File: src/dtr_pkg.sv
// Shared types, constants and the class renumbering function for the detection row decoder.
// Used by dtr_rank and detection_row_decode_topk; depends on nothing else.
`default_nettype none

package dtr_pkg;

    localparam int SAMPLE_W   = 18;
    localparam int THRESH_W   = 17;
    localparam int FRAME_W    = 12;
    localparam int PIXEL_W    = 14;
    localparam int EDGE_W     = 15;
    localparam int CLASS_W    = 7;
    localparam int POS_W      = 7;
    localparam int CFG_IDX_W  = 2;
    localparam int OUT_CLASSES = 4;

    localparam int CLASS_COUNT = 80;
    localparam int HEADER_LEN  = 5;

    localparam logic [CLASS_W-1:0] NO_CLASS = 7'd90;

    // Row positions of the header samples.
    localparam logic [POS_W-1:0] POS_CX  = 7'd0;
    localparam logic [POS_W-1:0] POS_CY  = 7'd1;
    localparam logic [POS_W-1:0] POS_W_  = 7'd2;
    localparam logic [POS_W-1:0] POS_H   = 7'd3;
    localparam logic [POS_W-1:0] POS_OBJ = 7'd4;
    localparam logic [POS_W-1:0] POS_LAST_CLASS = 7'(HEADER_LEN + CLASS_COUNT - 1);

    // Configuration register indexes.
    localparam logic [CFG_IDX_W-1:0] CFG_THRESHOLD    = 2'd0;
    localparam logic [CFG_IDX_W-1:0] CFG_FRAME_WIDTH  = 2'd1;
    localparam logic [CFG_IDX_W-1:0] CFG_FRAME_HEIGHT = 2'd2;

    // Boundaries of the 80-to-90 class renumbering.
    localparam logic [CLASS_W-1:0] MAP_B0 = 7'd73;
    localparam logic [CLASS_W-1:0] MAP_B1 = 7'd62;
    localparam logic [CLASS_W-1:0] MAP_B2 = 7'd61;
    localparam logic [CLASS_W-1:0] MAP_B3 = 7'd60;
    localparam logic [CLASS_W-1:0] MAP_B4 = 7'd40;
    localparam logic [CLASS_W-1:0] MAP_B5 = 7'd26;
    localparam logic [CLASS_W-1:0] MAP_B6 = 7'd24;
    localparam logic [CLASS_W-1:0] MAP_B7 = 7'd11;

    typedef struct packed {
        logic clear;
        logic insert;
    } t_rank_ctl;

    function automatic logic [CLASS_W-1:0] map_class(input logic [CLASS_W-1:0] c);
        logic [CLASS_W-1:0] r;
        if (c >= MAP_B0)      r = c + 7'd10;
        else if (c >= MAP_B1) r = c + 7'd9;
        else if (c >= MAP_B2) r = c + 7'd8;
        else if (c >= MAP_B3) r = c + 7'd6;
        else if (c >= MAP_B4) r = c + 7'd5;
        else if (c >= MAP_B5) r = c + 7'd4;
        else if (c >= MAP_B6) r = c + 7'd2;
        else if (c >= MAP_B7) r = c + 7'd1;
        else                  r = c;
        return r;
    endfunction

endpackage

`default_nettype wire

File: src/detection_row_decode_topk.sv
// Detection row decoder: box scaling, objectness and top-ranked class selection per row.
// Depends on dtr_pkg and instantiates dtr_rank for the class ranking.
//
// Usage:
//   The input channel carries one row element per beat (i_sample, Q1.16), with
//   i_row_last on the final class score. A row is centre x, centre y, width,
//   height, objectness and then up to 80 class scores; the last class ends the
//   row even without the mark, and a mark inside the header aborts the row.
//   At the end of a row that passes the confidence threshold one result beat is
//   issued on the output channel: box edges and size in pixels, objectness,
//   best score and the four best classes in 90-class numbering.
//   One beat is taken every cycle while the input is not stalled. An accepted
//   beat waits in the input register and is processed from there into the
//   result register. The single result register lets beats that give no result
//   pass while a result waits; only a beat that ends a passing row stalls behind
//   an untaken result.
//   The configuration port is always ready and must be written only while idle.
//   Reset clears the row position, the ranked list and both valid flags and
//   restores threshold 0.5, frame 640 by 480.
`default_nettype none

module detection_row_decode_topk
    import dtr_pkg::*;
#(
    parameter int TOP_COUNT = 4
) (
    input  wire logic                       i_clk,
    input  wire logic                       i_rst_n,

    input  wire logic                       i_cfg_valid,
    output logic                            o_cfg_ready,
    input  wire logic [CFG_IDX_W-1:0]       i_cfg_index,
    input  wire logic [THRESH_W-1:0]        i_cfg_data,

    input  wire logic                       i_in_valid,
    output logic                            o_in_ready,
    input  wire logic signed [SAMPLE_W-1:0] i_sample,
    input  wire logic                       i_row_last,

    output logic                            o_out_valid,
    input  wire logic                       i_out_ready,
    output logic signed [EDGE_W-1:0]        o_box_left,
    output logic signed [EDGE_W-1:0]        o_box_top,
    output logic signed [PIXEL_W-1:0]       o_box_width,
    output logic signed [PIXEL_W-1:0]       o_box_height,
    output logic signed [SAMPLE_W-1:0]      o_objectness,
    output logic signed [SAMPLE_W-1:0]      o_best_score,
    output logic [CLASS_W-1:0]              o_class_first,
    output logic [CLASS_W-1:0]              o_class_second,
    output logic [CLASS_W-1:0]              o_class_third,
    output logic [CLASS_W-1:0]              o_class_fourth
);

    localparam int PROD_W = SAMPLE_W + FRAME_W + 1;

    // Configuration.
    logic [THRESH_W-1:0] r_thresh;
    logic [FRAME_W-1:0]  r_frame_w;
    logic [FRAME_W-1:0]  r_frame_h;

    assign o_cfg_ready = 1'b1;

    always_ff @(posedge i_clk) begin
        if (!i_rst_n) begin
            r_thresh  <= 17'd32768;
            r_frame_w <= 12'd640;
            r_frame_h <= 12'd480;
        end else if (i_cfg_valid) begin
            case (i_cfg_index)
                CFG_THRESHOLD:    r_thresh  <= i_cfg_data;
                CFG_FRAME_WIDTH:  r_frame_w <= i_cfg_data[FRAME_W-1:0];
                CFG_FRAME_HEIGHT: r_frame_h <= i_cfg_data[FRAME_W-1:0];
                default: ;
            endcase
        end
    end

    // Input register.
    logic                       r_in_valid;
    logic signed [SAMPLE_W-1:0] r_sample;
    logic                       r_last;

    // Row state.
    logic [POS_W-1:0]           r_pos;
    logic signed [PIXEL_W-1:0]  r_cx;
    logic signed [PIXEL_W-1:0]  r_cy;
    logic signed [PIXEL_W-1:0]  r_w;
    logic signed [PIXEL_W-1:0]  r_h;
    logic signed [SAMPLE_W-1:0] r_obj;

    // Result register.
    logic                       r_out_valid;

    logic                       w_header;
    logic                       w_row_end;
    logic                       w_pass;
    logic                       w_result;
    logic                       w_advance;
    logic [FRAME_W-1:0]         w_scale;
    logic signed [PROD_W-1:0]   w_prod;
    logic signed [PROD_W-1:0]   w_prod_adj;
    logic signed [PIXEL_W-1:0]  w_px;
    logic signed [PIXEL_W-1:0]  w_half_w;
    logic signed [PIXEL_W-1:0]  w_half_h;
    logic [CLASS_W-1:0]         w_class_idx;
    logic signed [SAMPLE_W-1:0] w_best;
    logic [CLASS_W-1:0]         w_class_id [OUT_CLASSES];
    t_rank_ctl                  w_rank_ctl;
    logic [POS_W-1:0]           n_pos;
    logic                       n_out_valid;

    assign w_header    = r_pos < 7'(HEADER_LEN);
    assign w_class_idx = r_pos - 7'(HEADER_LEN);
    assign w_row_end   = !w_header && (r_last || r_pos == POS_LAST_CLASS);

    // Width and x use the frame width, the others the frame height.
    assign w_scale    = (r_pos == POS_CX || r_pos == POS_W_) ? r_frame_w : r_frame_h;
    assign w_prod     = PROD_W'(r_sample) * $signed({1'b0, w_scale});
    assign w_prod_adj = w_prod + (w_prod[PROD_W-1] ? PROD_W'(65535) : PROD_W'(0));
    assign w_px       = w_prod_adj[PIXEL_W+15:16];

    // Objectness and best score are both compared with the threshold as signed values one bit wider than a sample.
    assign w_pass = ($signed({r_obj[SAMPLE_W-1], r_obj}) >= $signed({2'b00, r_thresh}))
                 && ($signed({w_best[SAMPLE_W-1], w_best}) >= $signed({2'b00, r_thresh}));
    assign w_result  = w_row_end && w_pass;
    assign w_advance = r_in_valid && (!w_result || !r_out_valid || i_out_ready);

    assign o_in_ready = !r_in_valid || w_advance;

    assign w_rank_ctl.clear  = w_advance && r_pos == POS_OBJ;
    assign w_rank_ctl.insert = w_advance && !w_header;

    dtr_rank #(
        .TOP_COUNT (TOP_COUNT)
    ) u_rank (
        .i_clk        (i_clk),
        .i_rst_n      (i_rst_n),
        .i_ctl        (w_rank_ctl),
        .i_score      (r_sample),
        .i_index      (w_class_idx),
        .o_best_score (w_best),
        .o_class_id   (w_class_id)
    );

    always_comb begin
        if (w_header) begin
            n_pos = r_last ? '0 : r_pos + 7'd1;
        end else begin
            n_pos = w_row_end ? '0 : r_pos + 7'd1;
        end
    end

    always_comb begin
        if (w_advance && w_result) begin
            n_out_valid = 1'b1;
        end else if (i_out_ready) begin
            n_out_valid = 1'b0;
        end else begin
            n_out_valid = r_out_valid;
        end
    end

    always_ff @(posedge i_clk) begin
        if (!i_rst_n) begin
            r_in_valid  <= 1'b0;
            r_out_valid <= 1'b0;
            r_pos       <= '0;
            r_cx        <= '0;
            r_cy        <= '0;
            r_w         <= '0;
            r_h         <= '0;
            r_obj       <= '0;
        end else begin
            r_out_valid <= n_out_valid;
            if (o_in_ready) begin
                r_in_valid <= i_in_valid;
            end
            if (w_advance) begin
                r_pos <= n_pos;
                case (r_pos)
                    POS_CX:  r_cx  <= w_px;
                    POS_CY:  r_cy  <= w_px;
                    POS_W_:  r_w   <= w_px;
                    POS_H:   r_h   <= w_px;
                    POS_OBJ: r_obj <= r_sample;
                    default: ;
                endcase
            end
        end
    end

    always_ff @(posedge i_clk) begin
        if (o_in_ready) begin
            r_sample <= i_sample;
            r_last   <= i_row_last;
        end
    end

    // Halving truncates toward zero, as the size is signed.
    assign w_half_w = (r_w + $signed({{(PIXEL_W-1){1'b0}}, r_w[PIXEL_W-1]})) >>> 1;
    assign w_half_h = (r_h + $signed({{(PIXEL_W-1){1'b0}}, r_h[PIXEL_W-1]})) >>> 1;

    always_ff @(posedge i_clk) begin
        if (w_advance && w_result) begin
            o_box_left     <= EDGE_W'(r_cx) - EDGE_W'(w_half_w);
            o_box_top      <= EDGE_W'(r_cy) - EDGE_W'(w_half_h);
            o_box_width    <= r_w;
            o_box_height   <= r_h;
            o_objectness   <= r_obj;
            o_best_score   <= w_best;
            o_class_first  <= w_class_id[0];
            o_class_second <= w_class_id[1];
            o_class_third  <= w_class_id[2];
            o_class_fourth <= w_class_id[3];
        end
    end

    assign o_out_valid = r_out_valid;

endmodule

`default_nettype wire

File: src/dtr_rank.sv
// Running ranked list of the best (score, class) pairs of one row, one insert per cycle.
// Depends on dtr_pkg for widths, the control struct and the class renumbering.
`default_nettype none

module dtr_rank
    import dtr_pkg::*;
#(
    parameter int TOP_COUNT = 4
) (
    input  wire logic                       i_clk,
    input  wire logic                       i_rst_n,
    input  wire t_rank_ctl                  i_ctl,
    input  wire logic signed [SAMPLE_W-1:0] i_score,
    input  wire logic [CLASS_W-1:0]         i_index,
    output logic signed [SAMPLE_W-1:0]      o_best_score,
    output logic [CLASS_W-1:0]              o_class_id [OUT_CLASSES]
);

    logic signed [SAMPLE_W-1:0] r_score [TOP_COUNT];
    logic [CLASS_W-1:0]         r_index [TOP_COUNT];
    logic [TOP_COUNT-1:0]       r_vld;

    logic signed [SAMPLE_W-1:0] n_score [TOP_COUNT];
    logic [CLASS_W-1:0]         n_index [TOP_COUNT];
    logic [TOP_COUNT-1:0]       n_vld;
    logic [TOP_COUNT-1:0]       w_keep;

    // The list is sorted, so the entries that outrank the new score form a prefix.
    // Everything behind that prefix moves down by one place.
    always_comb begin
        for (int j = 0; j < TOP_COUNT; j++) begin
            w_keep[j] = r_vld[j] && (i_score < r_score[j]);
        end
        for (int j = 0; j < TOP_COUNT; j++) begin
            if (w_keep[j]) begin
                n_score[j] = r_score[j];
                n_index[j] = r_index[j];
            end else if (j == 0) begin
                n_score[j] = i_score;
                n_index[j] = i_index;
            end else if (w_keep[j-1]) begin
                n_score[j] = i_score;
                n_index[j] = i_index;
            end else begin
                n_score[j] = r_score[j-1];
                n_index[j] = r_index[j-1];
            end
            if (j == 0) begin
                n_vld[j] = 1'b1;
            end else begin
                n_vld[j] = r_vld[j] || r_vld[j-1];
            end
        end
    end

    always_ff @(posedge i_clk) begin
        if (!i_rst_n) begin
            r_vld <= '0;
        end else if (i_ctl.clear) begin
            r_vld <= '0;
        end else if (i_ctl.insert) begin
            r_vld <= n_vld;
        end
    end

    always_ff @(posedge i_clk) begin
        if (i_ctl.insert) begin
            for (int j = 0; j < TOP_COUNT; j++) begin
                r_score[j] <= n_score[j];
                r_index[j] <= n_index[j];
            end
        end
    end

    // The row end is always a class sample, so the result is read from the updated list.
    assign o_best_score = n_score[0];

    for (genvar k = 0; k < OUT_CLASSES; k++) begin : g_class
        if (k < TOP_COUNT) begin : g_ranked
            assign o_class_id[k] = n_vld[k] ? map_class(n_index[k]) : NO_CLASS;
        end else begin : g_unranked
            assign o_class_id[k] = NO_CLASS;
        end
    end

endmodule

`default_nettype wire
File: config.mk
export PLATFORM = sky130hd
export DESIGN_NAME = detection_row_decode_topk
export DESIGN_NICKNAME = d
export VERILOG_FILES = /design/src/dtr_pkg.sv /design/src/detection_row_decode_topk.sv /design/src/dtr_rank.sv
export SDC_FILE = /design/constraint.sdc
export NUM_CORES = 1
export LEC_CHECK = 0
export BUFFER_PORTS_ARGS = -buffer_cell sky130_fd_sc_hd__buf_2
export CAP_MARGIN = 20
export CORE_ASPECT_RATIO = 0.6
export CORE_MARGIN = 4
export CORE_UTILIZATION = 60
export DETAILED_ROUTE_END_ITERATION = 8
export GPL_TIMING_DRIVEN = 0
export HOLD_SLACK_MARGIN = 0.05
export PLACE_DENSITY = 0.8
export SYNTH_ARGS = -nofsm -noshare
export SYNTH_HDL_FRONTEND = slang
export SYNTH_HIERARCHICAL = 1
export SYNTH_SLANG_ARGS = --single-unit
File: constraint.sdc
create_clock -name i_clk -period 10.7 [get_ports i_clk]
set_input_delay 1.605 -clock i_clk [delete_from_list [all_inputs] [get_ports i_clk]]
set_output_delay 1.605 -clock i_clk [all_outputs]
set_load 0.01 [all_outputs]
==> key figures <==
Run status
  – Status: finished, final reports clean

Global routing
  – Total GRT Usage: 32.31%
  – GRT overflow: 0
  – Vias in the first global route: 25770
  – Largest net degree at the start of global routing: 38
  – Initial antenna violation count: 2
  – First-pass GRT wire length: 147100 um

Place
  – RD Place Congestion: 0.9935
  – Port Buffers: 166
  – Setup WS pre-CTS: -544.9 ps
  – Placed Cells: 4377
  – Hpwl dp: 72620 um

Synth
  – Synth Warn #: 6
  – Syn nets: 4016
  – Top FF cell, synth: edfxtp_1
  – Synth top area cells: edfxtp_1 (23%), fa_1 (13%), ha_1 (11%), dfxtp_1 (8.0%), nand2_1 (5.2%)
  – Leading area contributor after synthesis: edfxtp_1
  – Share of the synthesized area in the top cell type: 22.67%
  – Ys async rst share: 0%
  – Netlist cell types: 126
  – Sequential area share after synthesis: 30.70%
  – Synthesized instance count: 3500
  – Post-synthesis register bit count: 369
  – Syn avg cell area: 9.120 um^2
  – Post-synth EDFFs: 241
  – Mapped Area: 31920 um^2

STA
  – Measured slew at the worst slew-check pin: 1250 ps
  – Tcrit/Tclk final: 96.12%
  – Final Hold Fails: 0
  – Max Freq: 97.23 MHz
  – Fin crit period: 10290 ps
  – RSZ-0062 raised after global routing: no
  – Clock skew: 33.88 ps
  – Final setup viols: 0
  – Rel. slew slack: 16.06%
  – Fin. max-slew vios: 0
  – Worst setup margin: 414.7 ps

Drt
  – Initial drt markers: 3654
  – Detailed Route WL: 94160 um
  – DR pass1 iterations: 6
  – Vias post-DR: 27460
  – Post-route ant nets: 0
  – DRC: 0
  – Routed len/inst: 21.15 um
  – Vias/cell: 6.168

Critical path
  – Worst Path Arrival: 10710 ps
  – R2R cell count: 36
  – Cell mode on critical path: fa_1
  – CP Max Fanout: 10
  – Slowest CP cell: fa_1
  – Capturing element type of the critical path: register
  – Worst Setup Start Kind: register
  – Critical path type: register to register
  – CP required: 11120 ps
  – Worst path max stage delay: 710 ps

Clock tree
  – Worst-Skew Late Latency: 580 ps
  – TritonCTS clock tree: yes
  – Clock Sinks: 369
  – Hold Buf Count CTS: 0
  – Clk root buf: clkbuf_16
  – Clock transition at the registers of the reported paths: 60 ps
  – H-tree Lvls: 2
  – Clk buf depth: 3
  – Num CTS Buffers: 37

Final layout
  – Share of layout cells above drive strength 1: 10.35%
  – Fin nets: 4237
  – Commonest non-fill, non-tap cell in the layout: nand2_1
  – Most frequent cells in the layout: nand2_1 (444), inv_1 (439), ha_1 (273), edfxtp_1 (241), o21ai_0 (217)
  – Fin cells: 4452
  – # diodes: 0
  – Layout Area Growth over Synthesis: 10.23%

Power and ir drop
  – Cell Pwr Density: 159.6 nW/um^2
  – Leak Pwr: 15.19 nW
  – VDD IR-drop max: 0.1577 mV

Floorplan
  – Die W: 305.8 um
  – Die footprint: 57070 um^2
  – Die Y: 186.7 um
  – Core ar.: 52620 um^2
  – Starting Density: 60.66%
  – I/O pin total: 168
  – Rows: 65

Job
  – Max Cap Viol: 0

Min path
  – Hold crit path type: register to register
  – Hold Crit Depth: 2
state kept, by name (all words and copies together) (netlist names), 15 cells and up:
signal          flops
u_rank/r_score     72
o_box_left         15
r_obj              18
r_sample           18
o_objectness       18
r_thresh           17
o_box_top          15
o_best_score       18
u_rank/r_index     28
cell usage after synthesis (54+ instances only):
master / n
nor3_1: 54
o21ai_0: 217
nand2_1: 444
inv_1: 441
edfxtp_1: 241
nand3_1: 77
nor2_1: 122
xnor2_1: 71
ha_1: 273
dfxtp_1: 128
clkbuf_1: 106
a21oi_1: 197
nor2b_1: 113
fa_1: 200
per-stage QoR:
| step | utilization [%] | setup TNS (ps) | power (mW) | instance area, um^2 | hold WS, ps |
|---|---|---|---|---|---|
| floorplan | - | 0 | 3.504 | 31920 | 422.4 |
| global placement | 63.91 | -510070 | 4.105 | 33630 | 448.9 |
| detailed placement | 64.19 | -18140 | 4.161 | 33770 | 457.0 |
| CTS | 66.64 | 0 | 5.532 | 35070 | 467.4 |
| global route | 66.87 | 0 | 5.983 | 35190 | 482.9 |
| finish | 66.87 | 0 | 5.617 | 35190 | 468.9 |
worst paths after layout:
| check | slack [ps] | start | to |
|---|---|---|---|
| max | 410 | r_pos[4] | r_h[12] |
| min | 470 | r_thresh[4] | r_thresh[4] |
| max reg2reg | 410 | r_pos[4] | r_h[12] |
| min reg2reg | 470 | r_thresh[4] | r_thresh[4] |
kinds of logic (layout without fill, tap and decap cells):
family	Yosys count	after routing	share of synthesized area [%]
simple gates	1059	1059	16.48
compound gates	832	832	17.37
buf+inv	607	856	7.424
fa+ha+maj	473	473	23.24
flops	369	369	30.70
xor+xnor	109	109	3.132
mux	50	50	1.646
other cells	1	1	0.01175
report_power, final:
group	leakage [nW]	switching, mW	internal [mW]	total, mW
Combinational	11.2	1.69	0.984	2.67
Sequential	3.40	0.0390	1.54	1.58
Clock	0.605	0.608	0.755	1.36
Total	15.2	2.33	3.28	5.62
metal layers:
layer | routed length, um | vias up | part of all wire [%] | track usage (%)
li1 | - | 12610 | - | -
met1 | 41540 | 12930 | 44 | 50.33
met2 | 35380 | 1772 | 38 | 40.81
met3 | 15260 | 151 | 16 | 13.93
met4 | 1895 | 2 | 2.0 | 6.808
met5 | 78 | - | 0.083 | 0.9136
cell type report:
type	count	area [um^2]
Sequential cell	369	9801
Multi-Input combinational cell	2524	19870
Timing Repair Buffer	183	1023
Tap cell	703	879.6
Clock buffer	51	1061
Fill cell	4115	17430
Inverter	457	1723
Buffer	149	658.1
Clock inverter	16	170.2
worst max-delay path, delay by kind of cell (launching register included):
kind                       cells  cell delay (ps)
adders and majority gates      7             3560
and+or+nand+nor                9             2480
buffers and inverters         10             1820
AOI/OAI and AO/OA              8             1280
muxes                          1              420
DFF                            1              300
xor gates and xnor gates       1              290
what timing repair did:
action                                  4_1_cts  5_1_grt
endpoints found under the setup margin       56       56
cloned                                        0        0
setup buffers                                 1        5
pin swaps                                     0        1
resized for setup                            11       16
(Power assumes the default switching activity.)
